**src/hw/rtl/fixed_block_pool_allocator_defines.svh**
```systemverilog
// assertion helpers shared by the allocator rtl
`ifndef FIXED_BLOCK_POOL_ALLOCATOR_DEFINES_SVH
`define FIXED_BLOCK_POOL_ALLOCATOR_DEFINES_SVH

// checked only outside reset
`define FBPA_ASSERT(name, prop, msg) \
  name: assert property (@(posedge clk_i) disable iff (!rst_ni) prop) else $error(msg);

// checked at every edge, reset included
`define FBPA_ASSERT_ALWAYS(name, prop, msg) \
  name: assert property (@(posedge clk_i) prop) else $error(msg);

`endif

```
**src/hw/rtl/fbpa_pkg.sv**
```systemverilog
package fbpa_pkg;

  localparam int unsigned MaxBlocksDef = 64;

  localparam int unsigned AddrW   = 32;
  localparam int unsigned BsizeW  = 16;
  localparam int unsigned NblkW   = 7;
  localparam int unsigned IdxOutW = 6;
  localparam int unsigned UsedW   = 7;
  localparam int unsigned StatW   = 2;
  localparam int unsigned PaddrW  = 4;
  localparam int unsigned PdataW  = 32;

  // result tdata: index, address, used count, then zero fill to whole bytes
  localparam int unsigned OutFieldsW = IdxOutW + AddrW + UsedW;
  localparam int unsigned OutTdataW  = ((OutFieldsW + 7) / 8) * 8;
  localparam int unsigned OutPadW    = OutTdataW - OutFieldsW;

  // register word index, taken from paddr[3:2]
  localparam logic [1:0] RegBase  = 2'd0;
  localparam logic [1:0] RegBsize = 2'd1;
  localparam logic [1:0] RegNblk  = 2'd2;

  localparam logic [BsizeW-1:0] BsizeReset = 16'd64;
  localparam logic [NblkW-1:0]  NblkReset  = 7'd64;

  localparam logic ReqAlloc = 1'b0;
  localparam logic ReqFree  = 1'b1;

  typedef enum logic [StatW-1:0] {
    ST_OK      = 2'd0,
    ST_FULL    = 2'd1,
    ST_INVALID = 2'd2,
    ST_NULL    = 2'd3
  } status_e;

  typedef struct packed {
    logic busy;
    logic done;
  } div_stat_t;

endpackage

```
**src/hw/rtl/fbpa_div.sv**
```systemverilog
module fbpa_div import fbpa_pkg::*; (
  input  logic              clk_i,
  input  logic              rst_ni,
  input  logic              start_i,
  input  logic [AddrW-1:0]  dividend_i,
  input  logic [BsizeW-1:0] divisor_i,
  output logic [AddrW-1:0]  quotient_o,
  output div_stat_t         status_o
);

  localparam int unsigned CntW = $clog2(AddrW);

  logic [BsizeW-1:0] rem_q, rem_d;
  logic [AddrW-1:0]  quo_q, quo_d;
  logic [BsizeW-1:0] dsr_q, dsr_d;
  logic [CntW-1:0]   cnt_q, cnt_d;
  logic              busy_q, busy_d;
  logic              done_q, done_d;

  logic [BsizeW:0]   shifted;
  logic [BsizeW+1:0] trial;
  logic              ge;

  // one quotient bit per cycle, restoring form; a zero divisor yields all ones
  assign shifted = {rem_q, quo_q[AddrW-1]};
  assign trial   = {1'b0, shifted} - {2'b00, dsr_q};
  assign ge      = ~trial[BsizeW+1];

  always_comb begin
    rem_d  = rem_q;
    quo_d  = quo_q;
    dsr_d  = dsr_q;
    cnt_d  = cnt_q;
    busy_d = busy_q;
    done_d = 1'b0;
    if (start_i) begin
      rem_d  = '0;
      quo_d  = dividend_i;
      dsr_d  = divisor_i;
      cnt_d  = '0;
      busy_d = 1'b1;
    end else if (busy_q) begin
      rem_d = ge ? trial[BsizeW-1:0] : shifted[BsizeW-1:0];
      quo_d = {quo_q[AddrW-2:0], ge};
      cnt_d = cnt_q + CntW'(1);
      if (cnt_q == CntW'(AddrW - 1)) begin
        busy_d = 1'b0;
        done_d = 1'b1;
      end
    end
  end

  always_ff @(posedge clk_i or negedge rst_ni) begin
    if (!rst_ni) begin
      busy_q <= 1'b0;
      done_q <= 1'b0;
      cnt_q  <= '0;
    end else begin
      busy_q <= busy_d;
      done_q <= done_d;
      cnt_q  <= cnt_d;
    end
  end

  always_ff @(posedge clk_i) begin
    rem_q <= rem_d;
    quo_q <= quo_d;
    dsr_q <= dsr_d;
  end

  assign quotient_o    = quo_q;
  assign status_o.busy = busy_q;
  assign status_o.done = done_q;

endmodule

```
**src/hw/rtl/fixed_block_pool_allocator.sv**
```systemverilog
// Fixed-size block pool allocator.
// Request items come in on the s_axis channel: tuser selects allocate or free,
// tdata carries the address to free. Each request gives exactly one result
// item on m_axis with a status code in tuser and the block index, block
// address and used block count in tdata.
// Allocate walks the allocation map one block per cycle from index zero and
// settles on the first free block, or finds the pool full once it passes the
// block count. A free of a nonzero address runs the 32-step divider for
// (address - base) / block size; a free of address zero skips the divider.
// One request is worked on at a time; s_axis_tready is high while the
// sequencer is idle, also while the last result still waits on m_axis.
// A stalled receiver holds the result register, and a finished request then
// waits until that register is taken before the block turns idle again.
// Reset marks every block free, clears the used count and sets block size 64,
// block count 64 and base 0. Registers are to be written over the APB port only
// while the block is idle; the block itself does not enforce this.
`include "fixed_block_pool_allocator_defines.svh"

module fixed_block_pool_allocator import fbpa_pkg::*; #(
  parameter int unsigned MAX_BLOCKS = MaxBlocksDef
) (
  input  logic                 clk_i,
  input  logic                 rst_ni,
  // apb register port
  input  logic                 psel,
  input  logic                 penable,
  input  logic                 pwrite,
  input  logic [PaddrW-1:0]    paddr,
  input  logic [PdataW-1:0]    pwdata,
  output logic [PdataW-1:0]    prdata,
  output logic                 pready,
  // request items
  input  logic                 s_axis_tvalid,
  output logic                 s_axis_tready,
  input  logic [AddrW-1:0]     s_axis_tdata,  // [31:0] free_address
  input  logic                 s_axis_tuser,  // [0] req_type
  // result items
  output logic                 m_axis_tvalid,
  input  logic                 m_axis_tready,
  output logic [OutTdataW-1:0] m_axis_tdata,  // [5:0] block_index, [37:6] block_address,
                                               // [44:38] used_count, [47:45] zero
  output logic [StatW-1:0]     m_axis_tuser   // [1:0] status
);

  localparam int unsigned CW = $clog2(MAX_BLOCKS + 1);
  localparam int unsigned IW = (MAX_BLOCKS > 1) ? $clog2(MAX_BLOCKS) : 1;

  typedef enum logic [3:0] {
    S_IDLE = 4'b0001,
    S_SCAN = 4'b0010,
    S_DIV  = 4'b0100,
    S_OUT  = 4'b1000
  } state_e;

  state_e                 state_q, state_d;
  logic [AddrW-1:0]       base_q, base_d;
  logic [BsizeW-1:0]      bsize_q, bsize_d;
  logic [NblkW-1:0]       nblk_q, nblk_d;
  logic [MAX_BLOCKS-1:0]  map_q, map_d;
  logic [CW-1:0]          used_q, used_d;
  logic [CW-1:0]          idx_q, idx_d;
  logic [AddrW-1:0]       acc_q, acc_d;
  status_e                res_stat_q, res_stat_d;
  logic [IdxOutW-1:0]     res_idx_q, res_idx_d;
  logic [AddrW-1:0]       res_addr_q, res_addr_d;
  logic                   m_tvalid_q, m_tvalid_d;
  logic [OutTdataW-1:0]   m_tdata_q, m_tdata_d;
  logic [StatW-1:0]       m_tuser_q, m_tuser_d;

  logic                   in_acc;
  logic                   cfg_wr;
  logic [CW-1:0]          cnt_eff;
  logic                   div_start;
  logic [AddrW-1:0]       div_quo;
  div_stat_t              div_st;
  logic                   free_hit;

  fbpa_div u_div (
    .clk_i      (clk_i),
    .rst_ni     (rst_ni),
    .start_i    (div_start),
    .dividend_i (s_axis_tdata - base_q),
    .divisor_i  (bsize_q),
    .quotient_o (div_quo),
    .status_o   (div_st)
  );

  assign s_axis_tready = (state_q == S_IDLE);
  assign in_acc        = s_axis_tvalid && s_axis_tready;
  assign pready        = 1'b1;
  assign cfg_wr        = psel && penable && pwrite && pready;

  assign cnt_eff  = (32'(nblk_q) > 32'(MAX_BLOCKS)) ? CW'(MAX_BLOCKS) : CW'(nblk_q);
  assign free_hit = (div_quo < 32'(cnt_eff)) && map_q[div_quo[IW-1:0]];

  always_comb begin
    case (paddr[3:2])
      RegBase:  prdata = base_q;
      RegBsize: prdata = PdataW'(bsize_q);
      RegNblk:  prdata = PdataW'(nblk_q);
      default:  prdata = '0;
    endcase
  end

  always_comb begin
    base_d  = base_q;
    bsize_d = bsize_q;
    nblk_d  = nblk_q;
    if (cfg_wr) begin
      case (paddr[3:2])
        RegBase:  base_d  = pwdata;
        RegBsize: bsize_d = pwdata[BsizeW-1:0];
        RegNblk:  nblk_d  = pwdata[NblkW-1:0];
        default:  ;
      endcase
    end
  end

  always_comb begin
    state_d    = state_q;
    map_d      = map_q;
    used_d     = used_q;
    idx_d      = idx_q;
    acc_d      = acc_q;
    res_stat_d = res_stat_q;
    res_idx_d  = res_idx_q;
    res_addr_d = res_addr_q;
    m_tvalid_d = m_tvalid_q && !m_axis_tready;
    m_tdata_d  = m_tdata_q;
    m_tuser_d  = m_tuser_q;
    div_start  = 1'b0;

    case (state_q)
      S_IDLE: begin
        if (in_acc) begin
          if (s_axis_tuser == ReqAlloc) begin
            idx_d   = '0;
            acc_d   = base_q;
            state_d = S_SCAN;
          end else if (s_axis_tdata == '0) begin
            res_stat_d = ST_NULL;
            res_idx_d  = '0;
            res_addr_d = '0;
            state_d    = S_OUT;
          end else begin
            div_start = 1'b1;
            state_d   = S_DIV;
          end
        end
      end
      S_SCAN: begin
        if (idx_q >= cnt_eff) begin
          res_stat_d = ST_FULL;
          res_idx_d  = '0;
          res_addr_d = '0;
          state_d    = S_OUT;
        end else if (!map_q[idx_q[IW-1:0]]) begin
          map_d[idx_q[IW-1:0]] = 1'b1;
          used_d     = used_q + CW'(1);
          res_stat_d = ST_OK;
          res_idx_d  = IdxOutW'(idx_q);
          res_addr_d = acc_q;
          state_d    = S_OUT;
        end else begin
          // step to the next block and its address
          idx_d = idx_q + CW'(1);
          acc_d = acc_q + AddrW'(bsize_q);
        end
      end
      S_DIV: begin
        if (div_st.done) begin
          res_addr_d = '0;
          if (free_hit) begin
            map_d[div_quo[IW-1:0]] = 1'b0;
            if (used_q != '0) begin
              used_d = used_q - CW'(1);
            end
            res_stat_d = ST_OK;
            res_idx_d  = div_quo[IdxOutW-1:0];
          end else begin
            res_stat_d = ST_INVALID;
            res_idx_d  = '0;
          end
          state_d = S_OUT;
        end
      end
      S_OUT: begin
        if (!m_tvalid_q || m_axis_tready) begin
          m_tvalid_d = 1'b1;
          m_tdata_d  = {OutPadW'(0), UsedW'(used_q), res_addr_q, res_idx_q};
          m_tuser_d  = res_stat_q;
          state_d    = S_IDLE;
        end
      end
      default: state_d = S_IDLE;
    endcase
  end

  always_ff @(posedge clk_i or negedge rst_ni) begin
    if (!rst_ni) begin
      state_q    <= S_IDLE;
      base_q     <= '0;
      bsize_q    <= BsizeReset;
      nblk_q     <= NblkReset;
      map_q      <= '0;
      used_q     <= '0;
      m_tvalid_q <= 1'b0;
    end else begin
      state_q    <= state_d;
      base_q     <= base_d;
      bsize_q    <= bsize_d;
      nblk_q     <= nblk_d;
      map_q      <= map_d;
      used_q     <= used_d;
      m_tvalid_q <= m_tvalid_d;
    end
  end

  always_ff @(posedge clk_i) begin
    idx_q      <= idx_d;
    acc_q      <= acc_d;
    res_stat_q <= res_stat_d;
    res_idx_q  <= res_idx_d;
    res_addr_q <= res_addr_d;
    m_tdata_q  <= m_tdata_d;
    m_tuser_q  <= m_tuser_d;
  end

  assign m_axis_tvalid = m_tvalid_q;
  assign m_axis_tdata  = m_tdata_q;
  assign m_axis_tuser  = m_tuser_q;

  `FBPA_ASSERT(a_used_matches_map, used_q == CW'($countones(map_q)), "used count out of step with map")
  `FBPA_ASSERT(a_div_done_in_div, div_st.done |-> (state_q == S_DIV), "divider finished outside a free")
  `FBPA_ASSERT(a_scan_in_bounds, (state_q == S_SCAN) |-> (idx_q <= cnt_eff), "scan ran past block count")
  `FBPA_ASSERT(a_result_waits, ((state_q == S_OUT) && m_tvalid_q && !m_axis_tready) |=> (state_q == S_OUT), "result dropped while output stalled")

endmodule
```
**config.mk**
```make
export PLATFORM = sky130hd
export DESIGN_NAME = fixed_block_pool_allocator
export DESIGN_NICKNAME = d
export VERILOG_FILES = /design/src/hw/rtl/fbpa_pkg.sv /design/src/hw/rtl/fbpa_div.sv /design/src/hw/rtl/fixed_block_pool_allocator.sv
export VERILOG_INCLUDE_DIRS = /design/src /design/src/hw/rtl
export SDC_FILE = /design/constraint.sdc
export NUM_CORES = 1
export LEC_CHECK = 0
export ABC_AREA = 1
export BUFFER_PORTS_ARGS = -buffer_cell sky130_fd_sc_hd__buf_4
export CAP_MARGIN = 10
export CORE_ASPECT_RATIO = 0.6
export CORE_MARGIN = 4
export CORE_UTILIZATION = 35
export DETAILED_ROUTE_END_ITERATION = 16
export HOLD_SLACK_MARGIN = 0.03
export PLACE_DENSITY_LB_ADDON = 0.1
export SYNTH_ARGS = -nofsm -noshare
export SYNTH_HDL_FRONTEND = slang
export SYNTH_HIERARCHICAL = 1
export SYNTH_SLANG_ARGS = --single-unit
```
**constraint.sdc**
```tcl
create_clock -name clk_i -period 5.95 [get_ports clk_i]
set_input_delay 0.8925 -clock clk_i [delete_from_list [all_inputs] [get_ports clk_i]]
set_output_delay 0.8925 -clock clk_i [all_outputs]
set_load 0.03 [all_outputs]
```
==> impl_metrics.yaml, run 1 <==
run_status:
  status: "finished clean"
cts:
  cts-root-buf: "clkbuf_16"
  cts_buffers: 37
  ctsResizeCount: 0
  cts_htree_levels: 2
  cts.sinks: 328
  clk_pin_slew_worst_paths_ns: 0.07
  ctsHoldBuffers: 0
  clock_latency_ns: 0.57
  postCtsSetupBuffers: 0
  cts_tree: "yes"
  cts.path.max_buffers: 3
run:
  max_cap_violations: 0
critical_path:
  crit_fanout: 64
  cp-end-kind: "flip-flop"
  max_stage_delay_ns: 0.63
  worst-path-buf-inv: 2
  crit_type: "flip-flop to flip-flop"
  start_kind: "flip-flop"
  critPathArrivalTime_ns: 4.53
  cpMaxStageDelayCell: "buf_4"
  cpMostUsedCell: "nand2_1"
  path_delay_family: "simple AND/OR/NAND/NOR gates"
  crit_chain: "or4_1 -> o31ai_1 -> nand2_1 -> ha_1 -> inv_1 -> o21bai_1 -> nand3_1 -> a21oi_1 -> nor2_1 -> nand3_1 -> nand2_2 -> nand3_4 -> buf_4 -> nand2_1 -> nand2_1"
  cp.required_ns: 6.43
synth:
  netlist_area_sq_um: 21140
  yosysWarnings: 6
  syn-mean-instance-area_sq_um: 7.451
  synthCells: 2837
detailed_routing:
  drc: 0
  ant_nets: 0
  routedWlPerCell_um: 20.50
  drt_iter0_drc: 1973
  totalWireLength_um: 77030
  drtPass1Iterations: 6
  via_per_inst: 5.335
  vias: 20040
sta:
  rsz0062_at_grt: "false"
  relSlewSlack_pct: 24.32
  min_period_ns: 4.046
  drv_slew: 0
  fin_skew_ns: 0.02544
  setup_viol: 0
  clock.fmax_ghz: 0.2472
  worstMarginPinSlew_ns: 1.135
  period_share_pct: 68.00
  hold_violations: 0
  fin_tns_setup_ns: 0
global_routing:
  grt_max_degree: 123
  grt.total_usage_pct: 23.48
  overflow: 0
  grt_pass1_vias: 18730
  grt_first_pass_wirelength_um: 116700
  antenna_found_initial: 1
place:
  place.gp.congestion: 0.9506
  place.port_buffers: 154
  dp_hpwl_um: 55220
worst_hold_path:
  hold_class: "input port to async pin"
die:
  rows: 69
  coreArea_sq_um: 59480
  die_w_um: 325.3
  start_util_pct: 35.54
  die_height_um: 198.4
  io_pins: 161
  die_area_sq_um: 64520
finish:
  syn_to_final_growth_pct: 14.59
  n_antenna_cell: 0
  drive_gt1_share_pct: 9.845
  fin_nets: 3112
power_and_ir_drop:
  total_power_mw: 10.95
  p_per_area_nw_per_um2: 452.0
  peakVddDrop_mv: 0.2238
  p_leak_nw: 11.28
## through the flow
| stage | instance area [sq um] | hold slack (ns) | setup slack (ns) | cells | utilization, % |
|---|---|---|---|---|---|
| 6_report | 24220 | 0.2628 | 1.904 | 3757 | 40.72 |
| 4_1_cts | 24180 | 0.2360 | 1.912 | 3755 | 40.64 |
| 3_5_place_dp | 22920 | 0.4055 | 1.692 | 3688 | 38.54 |
| 3_3_place_gp | 22920 | 0.4039 | 1.768 | 3688 | 38.54 |
| 5_1_grt | 24220 | 0.2566 | 1.576 | 3757 | 40.72 |
| 2_1_floorplan | 21150 | 0.4003 | 1.530 | 2839 | - |
## power by group
| part | total (mW) | leakage (nW) | internal [mW] | switching (mW) |
|---|---|---|---|---|
| Combinational | 4.90 | 7.12 | 1.49 | 3.41 |
| Clock | 2.44 | 0.598 | 1.42 | 1.02 |
| Sequential | 3.61 | 3.57 | 3.11 | 0.496 |
## sequential cells by signal (all words and copies together) (netlist names), 7 cells and up
name and cells:
base_q 32, map_q 64, bsize_q 16, u_div/rem_q 16, m_axis_tdata 45, used_q 7, idx_q 7, u_div/quotient_o 32
nblk_q 7, res_addr_q 32, u_div/dsr_q 16, acc_q 32
## cells in the final DEF, fill, tap and decap left out, types with 10 or more instances in the layout
cell type / n
nand3_2: 10
inv_1: 295
o22ai_1: 11
a21oi_1: 98
buf_4: 177
a31oi_1: 11
xnor2_1: 21
dfrtp_1: 135
nand3_1: 108
nor3_1: 47
o21ai_0: 314
clkbuf_16: 38
o21ai_1: 18
dfxtp_1: 16
nor2_1: 241
nand4_1: 93
edfxtp_1: 174
nand2_2: 11
nor4_1: 17
xor2_1: 33
nand2_1: 903
ha_1: 84
## worst paths after layout
path	from	to	slack, ns	cells past startpoint
max reg2reg	nblk_q[1]$_DFFE_PN0P_	map_q[12]$_DFFE_PN0P_	1.90	15
min in group clk_i	res_addr_q[5]$_SDFFCE_PP0P_	m_axis_tdata[11]$_DFFE_PP_	0.41	0
max in group asynchronous	rst_ni	base_q[7]$_DFFE_PN0P_	4.55	2
min	rst_ni	map_q[21]$_DFFE_PN0P_	0.26	1
max	nblk_q[1]$_DFFE_PN0P_	map_q[12]$_DFFE_PN0P_	1.90	15
min reg2reg	res_addr_q[5]$_SDFFCE_PP0P_	m_axis_tdata[11]$_DFFE_PP_	0.41	0
## area by class of cell
class | instances | area (sq um)
Sequential cell | 328 | 9002
Clock inverter | 20 | 249.0
Tap cell | 781 | 977.2
Clock buffer | 47 | 1005
Inverter | 305 | 1145
Multi-Input combinational cell | 2095 | 10440
Timing Repair Buffer | 181 | 1408
Fill cell | 6208 | 35260
## metal layers
layer | track usage, % | vias to the layer above | part of all wire [%]
li1 | - | 9603 | -
met1 | 36.93 | 9498 | 50
met2 | 30.64 | 848 | 37
met3 | 7.165 | 93 | 10
met4 | 5.458 | 0 | 2.1
met5 | 0 | - | 0
Power figures use the tool's default switching activity.
==> run 2: changes to the inputs <==
Clock period 5.95 ns to 3.45 ns, I/O delays scaled along.
==> run 2 against run 1 <==
Sequential share of layout area down 0.67 points. Worst hold slack worse by 0.059 ns. Non-clock buffer count up 39. Largest power group unchanged.
==> impl_metrics.yaml, run 2 (same netlist as run 1, synthesis figures left out) <==
global_routing:
  grt_max_degree: 114
  grt_pass1_vias: 18940
  antenna_found_initial: 0
  overflow: 0
  grt_first_pass_wirelength_um: 117500
  grt.total_usage_pct: 23.60
detailed_routing:
  vias: 20210
  ant_nets: 0
  routedWlPerCell_um: 20.41
  drc: 0
  via_per_inst: 5.320
  drt_iter0_drc: 2080
  drtPass1Iterations: 6
  totalWireLength_um: 77530
cts:
  cts_htree_levels: 2
  clock_latency_ns: 0.56
  cts.path.max_buffers: 3
  cts_tree: "yes"
  cts-root-buf: "clkbuf_16"
  cts_buffers: 37
  clk_pin_slew_worst_paths_ns: 0.07
  cts.sinks: 328
place:
  dp_hpwl_um: 56750
  place.port_buffers: 154
  place.gp.congestion: 0.9188
  place_inst: 3723
die:
  rows: 69
  die_height_um: 198.4
  start_util_pct: 35.54
  die_w_um: 325.3
  coreArea_sq_um: 59480
  die_area_sq_um: 64520
  io_pins: 161
run:
  max_cap_violations: 0
run_status:
  status: "finished clean"
sta:
  relSlewSlack_pct: 22.78
  setup_viol: 0
  period_share_pct: 95.54
  fin_skew_ns: 0.01912
  clock.fmax_ghz: 0.3034
  min_period_ns: 3.296
  hold_ws_ns: 0.2041
  hold_violations: 0
  drv_slew: 0
  worstMarginPinSlew_ns: 1.148
finish:
  layout.cells.most_common: "nand2_1"
  syn_to_final_growth_pct: 16.71
  fin_nets: 3151
  utilization_pct: 41.48
  fill_cells: 6128
  drive_gt1_share_pct: 11.31
  most-common-layout-cells: "nand2_1 (898), o21ai_0 (314), inv_1 (295), nor2_1 (239), buf_4 (205)"
  top_register: "map_q"
  layout.cells.non_filler: 3798
  largest_reg_flops: 64
critical_path:
  crit_chain: "or4_4 -> o31ai_4 -> nand2_1 -> ha_1 -> nand2_1 -> o21ai_0 -> nand4_1 -> o211ai_1 -> nor2_2 -> nand2_1 -> inv_1 -> nand2_2 -> nand2_1 -> nor2_4 -> buf_12"
  worst-path-buf-inv: 2
  cpMostUsedCell: "nand2_1"
  max_stage_delay_ns: 0.51
  crit_fanout: 25
  cp.required_ns: 3.70
  worstRegToRegCells: 15
  start_kind: "flip-flop"
  path_delay_family: "simple AND/OR/NAND/NOR gates"
  cpMaxStageDelayCell: "or4_4"
  worst-path-stages: 15
  cp-end-kind: "flip-flop"
  crit_type: "flip-flop to flip-flop"
  critPathArrivalTime_ns: 3.55
worst_hold_path:
  min_path_cells: 3
  hold_class: "input port to flip-flop"
power_and_ir_drop:
  p_int_mw: 10.51
  p_per_area_nw_per_um2: 774.9
  switchingPower_mw: 8.606
  p_leak_nw: 11.52
  combPwrFrac_pct: 45.7
  p_seq_share_pct: 32.7
  peakVddDrop_mv: 0.4160
  clkPwrFrac_pct: 21.6
  p_sw_share_pct: 45.02
## run 2: cell count changes in the layout (fill, tap and decap cells not counted), moves of 4 or more
cell / change
buf_12: +9
buf_4: +28
nand2_1: -5
nand2_2: +4
## run 2: metal layers
metal	vias up	track usage, %	share of wire [%]
li1	9701	-	-
met1	9592	38.26	52
met2	818	30.74	37
met3	94	5.874	9.7
met4	0	4.782	1.9
met5	-	0	0
## run 2: worst paths after layout
| kind | slack (ns) | start | end |
|---|---|---|---|
| min in group asynchronous | 0.58 | rst_ni | map_q[9]$_DFFE_PN0P_ |
| min reg2reg | 0.42 | res_addr_q[9]$_SDFFCE_PP0P_ | m_axis_tdata[15]$_DFFE_PP_ |
| max reg2reg | 0.15 | nblk_q[2]$_DFFE_PN0P_ | res_addr_q[30]$_SDFFCE_PP0P_ |
| max | 0.15 | nblk_q[2]$_DFFE_PN0P_ | res_addr_q[30]$_SDFFCE_PP0P_ |
| max in group asynchronous | 2.04 | rst_ni | base_q[28]$_DFFE_PN0P_ |
| min | 0.20 | pwdata[19] | base_q[19]$_DFFE_PN0P_ |
## run 2: power groups by stage
| stage | registers [mW] | logic [mW] | clock network [mW] |
|---|---|---|---|
| after global routing | 6.36 | 9.78 | 4.39 |
| after global placement | 6.27 | 8.44 | 0 |
| after CTS | 6.23 | 8.57 | 4.23 |
| after detailed placement | 6.28 | 8.52 | 0 |
| final | 6.25 | 8.74 | 4.13 |
| after floorplan | 6.05 | 5.88 | 0 |
## run 2: repair_timing
action | in CTS | in global routing
setup buffers | 0 | 3
setup endpoints to repair | 0 | 151
hold buffers | 1 | 0
gates resized for setup | 0 | 14
endpoints found under the hold margin | 62 | 0
## run 2: cell type report
| type | count | area [sq um] | area share, % |
|---|---|---|---|
| clock inverters | 20 | 191.4 | 0.7759 |
| multi-input cells | 2095 | 10490 | 42.52 |
| clock buffers | 48 | 1030 | 4.174 |
| inverters | 305 | 1145 | 4.640 |
| well taps | 781 | 977.2 | 3.961 |
| repair buffers | 220 | 1833 | 7.430 |
| diodes | 1 | 2.502 | 0.01014 |
| flip-flops and latches | 328 | 9002 | 36.49 |
## run 2: metrics by stage
step	total power, mW	setup TNS (ns)	setup WS, ns	instance area [sq um]
global placement	14.71	0	0.01725	23300
detailed placement	14.80	0	0.02910	23300
CTS	19.03	0	0.01590	24530
global route	20.52	-1.135	-0.05221	24670
floorplan	11.93	0	0.09861	21160
finish	19.12	0	0.1538	24670
## run 2: tightest hold or removal path: stages
cell,delay [ns]
buf_4,0.08
nor2_1,0.03
a21oi_1,0.10
